<file path="config.mk">
export PLATFORM = sky130hd
export DESIGN_NAME = signed_rice_bit_packer_unit_flat
export DESIGN_NICKNAME = d
export VERILOG_FILES = /design/src/rtl/srbp_pkg.sv /design/src/rtl/srbp_in_if.sv /design/src/rtl/srbp_code_seq.sv /design/src/rtl/srbp_bit_packer.sv /design/src/rtl/signed_rice_bit_packer_unit.sv /design/src/flat_wrapper.sv
export SDC_FILE = /design/constraint.sdc
export NUM_CORES = 1
export LEC_CHECK = 0
export BUFFER_PORTS_ARGS = -buffer_cell sky130_fd_sc_hd__buf_4
export CAP_MARGIN = 5
export CORE_UTILIZATION = 59
export CTS_CLUSTER_SIZE = 30
export DETAILED_ROUTE_END_ITERATION = 16
export PLACE_DENSITY_LB_ADDON = 0.15
export SYNTH_ARGS = -nofsm -noshare
export SYNTH_HDL_FRONTEND = slang
export SYNTH_SLANG_ARGS = --single-unit
</file>
<file path="constraint.sdc">
create_clock -name i_clk -period 3 [get_ports i_clk]
set_input_delay 0.6 -clock i_clk [delete_from_list [all_inputs] [get_ports i_clk]]
set_output_delay 0.6 -clock i_clk [all_outputs]
set_load 0.01 [all_outputs]
</file>
<file path="src/rtl/srbp_pkg.sv">
// Package for the signed Rice bit packer.
// Holds shared constants and the bit request type between sequencer and packer.
// Depends on nothing.
package srbp_pkg;

    // Default sample width and fixed field widths.
    localparam int DELTA_BITS_DEF = 13;
    localparam int RICE_K_W       = 4;
    localparam int BYTE_W         = 8;
    localparam int VBITS_W        = 4;
    localparam int CNT_W          = 3;

    // Rice parameter lower limit and reset value.
    localparam logic [RICE_K_W-1:0] RICE_K_MIN = 4'd4;
    localparam logic [RICE_K_W-1:0] RICE_K_RST = 4'd4;

    // One code bit handed from the sequencer to the packer.
    typedef struct packed {
        logic vld;        // a bit is offered this cycle
        logic value;      // the code bit
        logic code_end;   // last bit of the current code
        logic flush;      // block ends after this code
    } t_bit_req;

endpackage

</file>
<file path="src/rtl/srbp_in_if.sv">
// Input and output channel interfaces of the signed Rice bit packer.
// Each carries valid, ready and the payload. Depends on nothing.
interface srbp_in_if #(
    parameter int DELTA_BITS = 13
);
    logic                         valid;
    logic                         ready;
    logic signed [DELTA_BITS-1:0] delta;
    logic                         end_of_block;

    modport source (output valid, delta, end_of_block, input ready);
    modport sink   (input valid, delta, end_of_block, output ready);
endinterface

interface srbp_out_if;
    logic       valid;
    logic       ready;
    logic [7:0] out_byte;
    logic [3:0] valid_bits;
    logic       last;

    modport source (output valid, out_byte, valid_bits, last, input ready);
    modport sink   (input valid, out_byte, valid_bits, last, output ready);
endinterface

</file>
<file path="src/rtl/srbp_code_seq.sv">
// Code sequencer: takes one delta request and walks its Rice code one bit a cycle while the packer takes bits.
// Depends on srbp_pkg and the input channel interface.
module srbp_code_seq
    import srbp_pkg::*;
#(
    parameter int DELTA_BITS = DELTA_BITS_DEF
) (
    input  logic                i_clk,
    input  logic                i_rst_n,
    srbp_in_if.sink             i_in,
    input  logic [RICE_K_W-1:0] i_rice_k,
    output t_bit_req            o_req,
    input  logic                i_bit_ok
);
    localparam int MAG_W = DELTA_BITS - 1;
    localparam int Q_W   = MAG_W - 4;
    localparam logic [DELTA_BITS-1:0] MAX_MAG = DELTA_BITS'((1 << MAG_W) - 1);

    typedef enum logic [2:0] {
        S_IDLE,
        S_LEAD,
        S_SIGN,
        S_UNARY,
        S_STOP,
        S_REM
    } t_state;

    t_state               r_state;
    logic [MAG_W-1:0]     r_mag;
    logic                 r_neg;
    logic                 r_eob;
    logic [Q_W-1:0]       r_q;
    logic [RICE_K_W-1:0]  r_idx;

    logic                  accept;
    logic                  neg_in;
    logic [DELTA_BITS-1:0] mag_full;
    logic [MAG_W-1:0]      mag_in;
    logic [RICE_K_W-1:0]   k_eff;
    logic [MAG_W-1:0]      q_full;
    logic [MAG_W-1:0]      rem_shift;

    // Magnitude with saturation of the most negative pattern, and the quotient.
    always_comb begin
        neg_in   = i_in.delta[DELTA_BITS-1];
        mag_full = neg_in ? DELTA_BITS'(-i_in.delta) : DELTA_BITS'(i_in.delta);
        if (mag_full > MAX_MAG) begin
            mag_full = MAX_MAG;
        end
        mag_in = mag_full[MAG_W-1:0];
        k_eff  = (i_rice_k < RICE_K_MIN) ? RICE_K_MIN : i_rice_k;
        q_full = mag_in >> k_eff;
    end

    assign i_in.ready = (r_state == S_IDLE);
    assign accept     = i_in.valid && i_in.ready;
    assign rem_shift  = r_mag >> (r_idx - RICE_K_W'(1));

    // Bit offered to the packer in each state.
    always_comb begin
        o_req          = '0;
        o_req.flush    = r_eob;
        o_req.vld      = (r_state != S_IDLE);
        case (r_state)
            S_LEAD: begin
                o_req.value    = (r_mag != '0);
                o_req.code_end = (r_mag == '0);
            end
            S_SIGN:  o_req.value = r_neg;
            S_UNARY: o_req.value = 1'b1;
            S_STOP:  o_req.value = 1'b0;
            S_REM: begin
                o_req.value    = rem_shift[0];
                o_req.code_end = (r_idx == RICE_K_W'(1));
            end
            default: o_req.vld = 1'b0;
        endcase
    end

    // State and item registers.
    always_ff @(posedge i_clk) begin
        if (!i_rst_n) begin
            r_state <= S_IDLE;
            r_eob   <= 1'b0;
        end else begin
            case (r_state)
                S_IDLE: begin
                    if (accept) begin
                        r_state <= S_LEAD;
                        r_mag   <= mag_in;
                        r_neg   <= neg_in;
                        r_eob   <= i_in.end_of_block;
                        r_q     <= q_full[Q_W-1:0];
                        r_idx   <= k_eff;
                    end
                end
                S_LEAD: begin
                    if (i_bit_ok) begin
                        r_state <= (r_mag == '0) ? S_IDLE : S_SIGN;
                    end
                end
                S_SIGN: begin
                    if (i_bit_ok) begin
                        r_state <= (r_q == '0) ? S_STOP : S_UNARY;
                    end
                end
                S_UNARY: begin
                    if (i_bit_ok) begin
                        r_q <= r_q - Q_W'(1);
                        if (r_q == Q_W'(1)) begin
                            r_state <= S_STOP;
                        end
                    end
                end
                S_STOP: begin
                    if (i_bit_ok) begin
                        r_state <= S_REM;
                    end
                end
                S_REM: begin
                    if (i_bit_ok) begin
                        r_idx <= r_idx - RICE_K_W'(1);
                        if (r_idx == RICE_K_W'(1)) begin
                            r_state <= S_IDLE;
                        end
                    end
                end
                default: r_state <= S_IDLE;
            endcase
        end
    end

    // An accepted request always starts with the leading bit.
    a_accept_lead: assert property (@(posedge i_clk) disable iff (!i_rst_n)
        accept |=> r_state == S_LEAD)
        else $error("sequencer did not start a code after a request");

    // The remainder walk never runs with a zero bit index.
    a_rem_idx: assert property (@(posedge i_clk) disable iff (!i_rst_n)
        r_state == S_REM |-> r_idx != '0)
        else $error("remainder index underflow");

endmodule

</file>
<file path="src/rtl/srbp_bit_packer.sv">
// Bit packer: collects code bits MSB first into bytes and holds the output register.
// Depends on srbp_pkg and the output channel interface.
module srbp_bit_packer
    import srbp_pkg::*;
(
    input  logic        i_clk,
    input  logic        i_rst_n,
    input  t_bit_req    i_req,
    output logic        o_bit_ok,
    srbp_out_if.source  o_out
);
    logic [BYTE_W-1:0]  r_bits;
    logic [CNT_W-1:0]   r_cnt;
    logic               r_out_vld;
    logic [BYTE_W-1:0]  r_out_byte;
    logic [VBITS_W-1:0] r_out_vbits;
    logic               r_out_last;

    logic [BYTE_W-1:0]  n_bits;
    logic [VBITS_W-1:0] n_count;
    logic               take;
    logic               full;
    logic               flush_now;

    // A bit is taken only when the output slot is free or draining.
    assign o_bit_ok  = !r_out_vld || o_out.ready;
    assign take      = i_req.vld && o_bit_ok;

    // Insert the bit at the next free position.
    always_comb begin
        n_bits    = r_bits | (BYTE_W'(i_req.value) << (CNT_W'(BYTE_W - 1) - r_cnt));
        n_count   = VBITS_W'(r_cnt) + VBITS_W'(1);
        full      = (r_cnt == CNT_W'(BYTE_W - 1));
        flush_now = i_req.code_end && i_req.flush;
    end

    assign o_out.valid      = r_out_vld;
    assign o_out.out_byte   = r_out_byte;
    assign o_out.valid_bits = r_out_vbits;
    assign o_out.last       = r_out_last;

    // Pending byte and output register.
    always_ff @(posedge i_clk) begin
        if (!i_rst_n) begin
            r_bits    <= '0;
            r_cnt     <= '0;
            r_out_vld <= 1'b0;
        end else if (take && (full || flush_now)) begin
            // A finished byte loads the output slot, which is free or draining now.
            r_out_vld   <= 1'b1;
            r_out_byte  <= n_bits;
            r_out_vbits <= n_count;
            r_out_last  <= flush_now;
            r_bits      <= '0;
            r_cnt       <= '0;
        end else begin
            if (o_out.ready) begin
                r_out_vld <= 1'b0;
            end
            if (take) begin
                r_bits <= n_bits;
                r_cnt  <= n_count[CNT_W-1:0];
            end
        end
    end

    // A shown byte always carries between one and eight valid bits.
    a_vbits_range: assert property (@(posedge i_clk) disable iff (!i_rst_n)
        r_out_vld |-> (r_out_vbits != '0 && r_out_vbits <= VBITS_W'(BYTE_W)))
        else $error("valid bit count out of range");

    // Only the last byte of a block may be partial.
    a_partial_last: assert property (@(posedge i_clk) disable iff (!i_rst_n)
        (r_out_vld && !r_out_last) |-> r_out_vbits == VBITS_W'(BYTE_W))
        else $error("partial byte without end of block");

    // The end of a flushed code leaves nothing pending.
    a_flush_clear: assert property (@(posedge i_clk) disable iff (!i_rst_n)
        (take && flush_now) |=> (r_cnt == '0 && r_bits == '0))
        else $error("pending bits left after flush");

endmodule

</file>
<file path="src/rtl/signed_rice_bit_packer_unit.sv">
// Signed Rice bit packer, top level: configuration register, sequencer and packer.
// A request is taken while the sequencer is idle; its code bits then follow one per cycle,
// a zero delta giving one code bit and other deltas 3 + (|delta| >> k) + k code bits (k at least 4),
// while the output register takes bits; a byte held in the output register stalls the bits.
// Throughput is at most one code bit and one byte per cycle.
// Reset (synchronous, active low) clears pending bits, the output slot, and sets k to 4.
module signed_rice_bit_packer_unit
    import srbp_pkg::*;
#(
    parameter int DELTA_BITS = DELTA_BITS_DEF
) (
    input  logic                i_clk,
    input  logic                i_rst_n,
    srbp_in_if.sink             i_in,
    srbp_out_if.source          o_out,
    input  logic                i_cfg_we,
    input  logic [RICE_K_W-1:0] i_cfg_wdata
);
    logic [RICE_K_W-1:0] r_rice_k;
    t_bit_req            bit_req;
    logic                bit_ok;

    // Rice parameter register.
    always_ff @(posedge i_clk) begin
        if (!i_rst_n) begin
            r_rice_k <= RICE_K_RST;
        end else if (i_cfg_we) begin
            r_rice_k <= i_cfg_wdata;
        end
    end

    // Code bit sequencer.
    srbp_code_seq #(
        .DELTA_BITS (DELTA_BITS)
    ) u_seq (
        .i_clk    (i_clk),
        .i_rst_n  (i_rst_n),
        .i_in     (i_in),
        .i_rice_k (r_rice_k),
        .o_req    (bit_req),
        .i_bit_ok (bit_ok)
    );

    // Byte packer with output register.
    srbp_bit_packer u_pack (
        .i_clk    (i_clk),
        .i_rst_n  (i_rst_n),
        .i_req    (bit_req),
        .o_bit_ok (bit_ok),
        .o_out    (o_out)
    );

endmodule
</file>
<file path="src/flat_wrapper.sv">
// flat-port wrapper written by rule: the top's interface ports become plain ports
module signed_rice_bit_packer_unit_flat import srbp_pkg::*;
#(
    parameter int DELTA_BITS = DELTA_BITS_DEF
)
  (i_clk, i_rst_n, i_cfg_we, i_cfg_wdata, i_in_valid, i_in_delta, i_in_end_of_block, i_in_ready, o_out_valid, o_out_out_byte, o_out_valid_bits, o_out_last, o_out_ready);
  srbp_in_if #(.DELTA_BITS(DELTA_BITS)) i_in_i ();
  srbp_out_if o_out_i ();
  input  logic i_clk;
  input  logic i_rst_n;
  input  logic i_cfg_we;
  input  logic [RICE_K_W-1:0] i_cfg_wdata;
  input wire logic [$bits(i_in_i.valid)-1:0] i_in_valid;
  input wire logic [$bits(i_in_i.delta)-1:0] i_in_delta;
  input wire logic [$bits(i_in_i.end_of_block)-1:0] i_in_end_of_block;
  output wire logic [$bits(i_in_i.ready)-1:0] i_in_ready;
  output wire logic [$bits(o_out_i.valid)-1:0] o_out_valid;
  output wire logic [$bits(o_out_i.out_byte)-1:0] o_out_out_byte;
  output wire logic [$bits(o_out_i.valid_bits)-1:0] o_out_valid_bits;
  output wire logic [$bits(o_out_i.last)-1:0] o_out_last;
  input wire logic [$bits(o_out_i.ready)-1:0] o_out_ready;
  assign i_in_i.valid = i_in_valid;
  assign i_in_i.delta = i_in_delta;
  assign i_in_i.end_of_block = i_in_end_of_block;
  assign i_in_ready = i_in_i.ready;
  assign o_out_valid = o_out_i.valid;
  assign o_out_out_byte = o_out_i.out_byte;
  assign o_out_valid_bits = o_out_i.valid_bits;
  assign o_out_last = o_out_i.last;
  assign o_out_i.ready = o_out_ready;
  signed_rice_bit_packer_unit #(.DELTA_BITS(DELTA_BITS)) u_core (.i_clk(i_clk), .i_rst_n(i_rst_n), .i_in(i_in_i), .o_out(o_out_i), .i_cfg_we(i_cfg_we), .i_cfg_wdata(i_cfg_wdata));
endmodule
</file>
==> flow_summary.json <==
{
  "rrSetupSlack_ns": 0.41,
  "finalClockSkew_ns": 0.0123,
  "relSlewSlack_pct": 40.2,
  "holdBufCountCts": 0,
  "cp_max_fo": 9,
  "switchingPower_mw": 0.727,
  "path_cells": "buf_4 > inv_1 > ha_1 > nor3b_2 > nand4_1 > and2_1 > a2111oi_0 > o32a_1",
  "final_cell_area_mm2": 0.00397,
  "routed_wirelength_mm": 7.79,
  "portBuffers": 37,
  "synth.most_common_cell": "edfxtp_1",
  "period_needed_ns": 2.60,
  "die_h_um": 78.3,
  "hpwl_mm": 5.78,
  "fin_setup_tns_ns": 0,
  "path_delay_family": "simple AND/OR/NAND/NOR gates",
  "grt_overflow": 0,
  "drive_above_1_share_pct": 21.7,
  "r2r.worst_path.cells": 7,
  "p_int_mw": 1.58,
  "hp-class": "reg2reg",
  "timing.final.max_slew_violations": 0,
  "hold_viol_final": 0,
  "dr.pass1.iters": 5,
  "grt.total_usage_pct": 27.8,
  "grt_max_degree": 16,
  "nFillCells": 425,
  "ys_types": 70,
  "nets": 417,
  "combPwrFrac_pct": 25.1,
  "ios": 38,
  "coreArea_mm2": 0.00554,
  "start_util_pct": 61.9,
  "synthesis.area_mm2": 0.00343,
  "clk_pin_slew_ns": 0.06,
  "hold_ws_ns": 0.448,
  "finalCritPeriodShare_pct": 86.6,
  "power.density_mw_per_mm2": 581,
  "grt_setup_unrepaired": "no",
  "htree_levels": 3,
  "syn_nets": 377,
  "antennaDiodeCount": 0,
  "syn_to_final_growth_pct": 15.8,
  "globalplace.congestion": 0.894,
  "cts_num_sinks": 58,
  "synth-edff-count": 38,
  "wl_per_cell_um": 16.8,
  "synthTopCellsByCount": "edfxtp_1, nand2_1, nor2_1",
  "power_frac_clock_pct": 29.5,
  "place_inst": 448,
  "yosys_warnings": 0,
  "ys_seq_elements": 58,
  "synth_async_sr_flop_share_pct": 0,
  "numCtsBuffers": 9,
  "initialDrtViolationCount": 258,
  "post_cts.repair.setup_buffers": 0,
  "route.detailed.drc": 0,
  "outcome": "completed",
  "cts_tree": "yes",
  "vias": 2902,
  "tightestPinTransition_ns": 0.888,
  "first_global_vias": 2877,
  "critPathMaxStageDelay_ns": 0.45,
  "die_w_um": 78.3,
  "end_kind": "register",
  "p_leak_nw": 1.58,
  "path_depth": 8,
  "drv_cap": 0,
  "vdd_drop_max_mv": 0.281,
  "crit_buf_inv": 2,
  "synth_area_per_cell_um2": 9.89,
  "synth_ff_type": "edfxtp_1",
  "grt_pass1_wl_mm": 13.1,
  "setup_violations": 0,
  "clockRootBuffer": "clkbuf_8",
  "antenna_left": 0,
  "fmax_mhz": 385,
  "power_mw": 2.31,
  "fp.dieArea_mm2": 0.00612,
  "syn_inst": 347,
  "fin_cells": 464,
  "arrival_ns": 2.80,
  "worstSetupPathType": "in2reg",
  "worstHoldPathCells": 2,
  "crit_required_ns": 3.20,
  "insertion_delay_ns": 0.34,
  "post_dp_cell_area_mm2": 0.00379,
  "yosysSeqAreaShare_pct": 44.9,
  "antenna_found_initial": 0,
  "synth_area_leaders": "edfxtp_1, dfxtp_1, nand2_1, nor2_1, ha_1",
  "num_rows": 27,
  "slowest_stage": "a2111oi_0",
  "cp-start-kind": "primary input",
  "post_cts_resized": 0,
  "yosysTopAreaCell": "edfxtp_1",
  "cts.path.max_buffers": 2,
  "yosys.area.top_type_share_pct": 33.3,
  "pwr-share-seq_pct": 45.5,
  "vias_per_cell": 6.25,
  "switching_share_pct": 31.5
}
[cell families after synthesis]
kind of cell / Yosys count / share of synthesized area (%)
and+or+nand+nor: 133 / 20.8
AOI/OAI and AO/OA: 95 / 21.0
DFF: 58 / 44.9
buffers and inverters: 33 / 3.90
xor gates and xnor gates: 12 / 3.06
muxes: 9 / 3.72
adders and majority gates: 7 / 2.55
[per-layer routing]
| metal | global-route usage (%) | up-vias | routed length, um |
|---|---|---|---|
| met5 | 0 | - | 0 |
| met4 | 15.6 | 0 | 192 |
| met3 | 4.53 | 20 | 372 |
| met2 | 49.5 | 107 | 4080 |
| met1 | 31.5 | 1382 | 3140 |
| li1 | - | 1393 | - |
[worst reg2reg max path: cells and delay by family, from the launching register on]
family / cells / cell delay [ns]
AO/OA/AOI/OAI: 3 / 0.83
adder cells (fa/ha/maj): 1 / 0.38
buffers and inverters: 1 / 0.09
flip-flops: 1 / 0.56
multiplexers: 1 / 0.33
AND/OR/NAND/NOR: 1 / 0.14
[through the flow]
step | util (%) | worst slack, ns
after CTS | 71.7 | 0.409
after detailed placement | 68.4 | 0.146
after global placement | 68.4 | 0.282
after global routing | 71.7 | 0.255
final | 71.7 | 0.403
after floorplan | - | 0.599
[path summary, 6_finish.rpt]
kind                                                           start                                         to
worst max-delay path                                   i_in_delta[0]              u_core.u_seq.r_q[2]$_DFFE_PP_
worst min-delay path            u_core.u_pack.r_bits[3]$_SDFFE_PP0P_       u_core.u_pack.r_bits[3]$_SDFFE_PP0P_
worst max register to register       u_core.u_seq.r_idx[0]$_DFFE_PP_  u_core.u_pack.o_out.out_byte[4]$_DFFE_PP_
worst min register to register  u_core.u_pack.r_bits[3]$_SDFFE_PP0P_       u_core.u_pack.r_bits[3]$_SDFFE_PP0P_
[area by class of cell]
type / count / area (um^2) / share of cell area (%)
Tap cell: 72 / 90.1 / 2.27
Timing Repair Buffer: 45 / 338 / 8.50
Clock inverter: 6 / 56.3 / 1.42
Inverter: 17 / 63.8 / 1.61
Clock buffer: 10 / 128 / 3.21
Multi-Input combinational cell: 256 / 1760 / 44.2
Sequential cell: 58 / 1540 / 38.8
[sequential cells by signal, summed over array words and instances, names as in the netlist]
name	flops
u_core.u_seq.r_idx	4
u_core.u_seq.r_state	3
u_core.u_pack.r_bits	8
u_core.u_seq.r_mag	12
u_core.u_pack.o_out.out_byte	8
u_core.u_seq.r_neg	1
u_core.r_rice_k	4
u_core.u_pack.o_out.last	1
u_core.u_seq.r_q	8
u_core.u_pack.o_out.valid_bits	4
u_core.u_seq.r_eob	1
u_core.u_pack.r_cnt	3
u_core.u_pack.o_out.valid	1
[power groups by stage]
stage | combinational, mW | sequential [mW] | clock, mW
4_1_cts | 0.575 | 1.05 | 0.681
3_5_place_dp | 0.570 | 1.07 | 0
5_1_grt | 0.640 | 1.06 | 0.723
3_3_place_gp | 0.550 | 1.06 | 0
2_1_floorplan | 0.465 | 1.00 | 0
6_report | 0.578 | 1.05 | 0.680
[cells in the final DEF (no fill, tap or decap), types with 4 or more instances in the layout]
master	Yosys	layout
nor4_1	7	7
dfxtp_1	20	20
clkinv_2	0	4
nand2_1	35	35
a31oi_1	8	8
a31o_2	4	4
a21o_1	10	10
nand3_1	10	10
a21oi_1	11	11
clkbuf_8	0	9
nand2b_1	4	4
nor2_1	32	32
o21ai_1	8	8
inv_1	16	16
o22ai_1	4	4
buf_4	0	45
and2_1	5	5
nand4_1	6	6
edfxtp_1	38	38
xnor2_1	5	5
xor2_1	7	7
o211ai_1	4	4
o21ai_0	8	8
o21a_1	5	5
mux2i_1	6	6
nor2b_1	5	5
ha_1	7	7
Power figures use the tool's default switching activity.
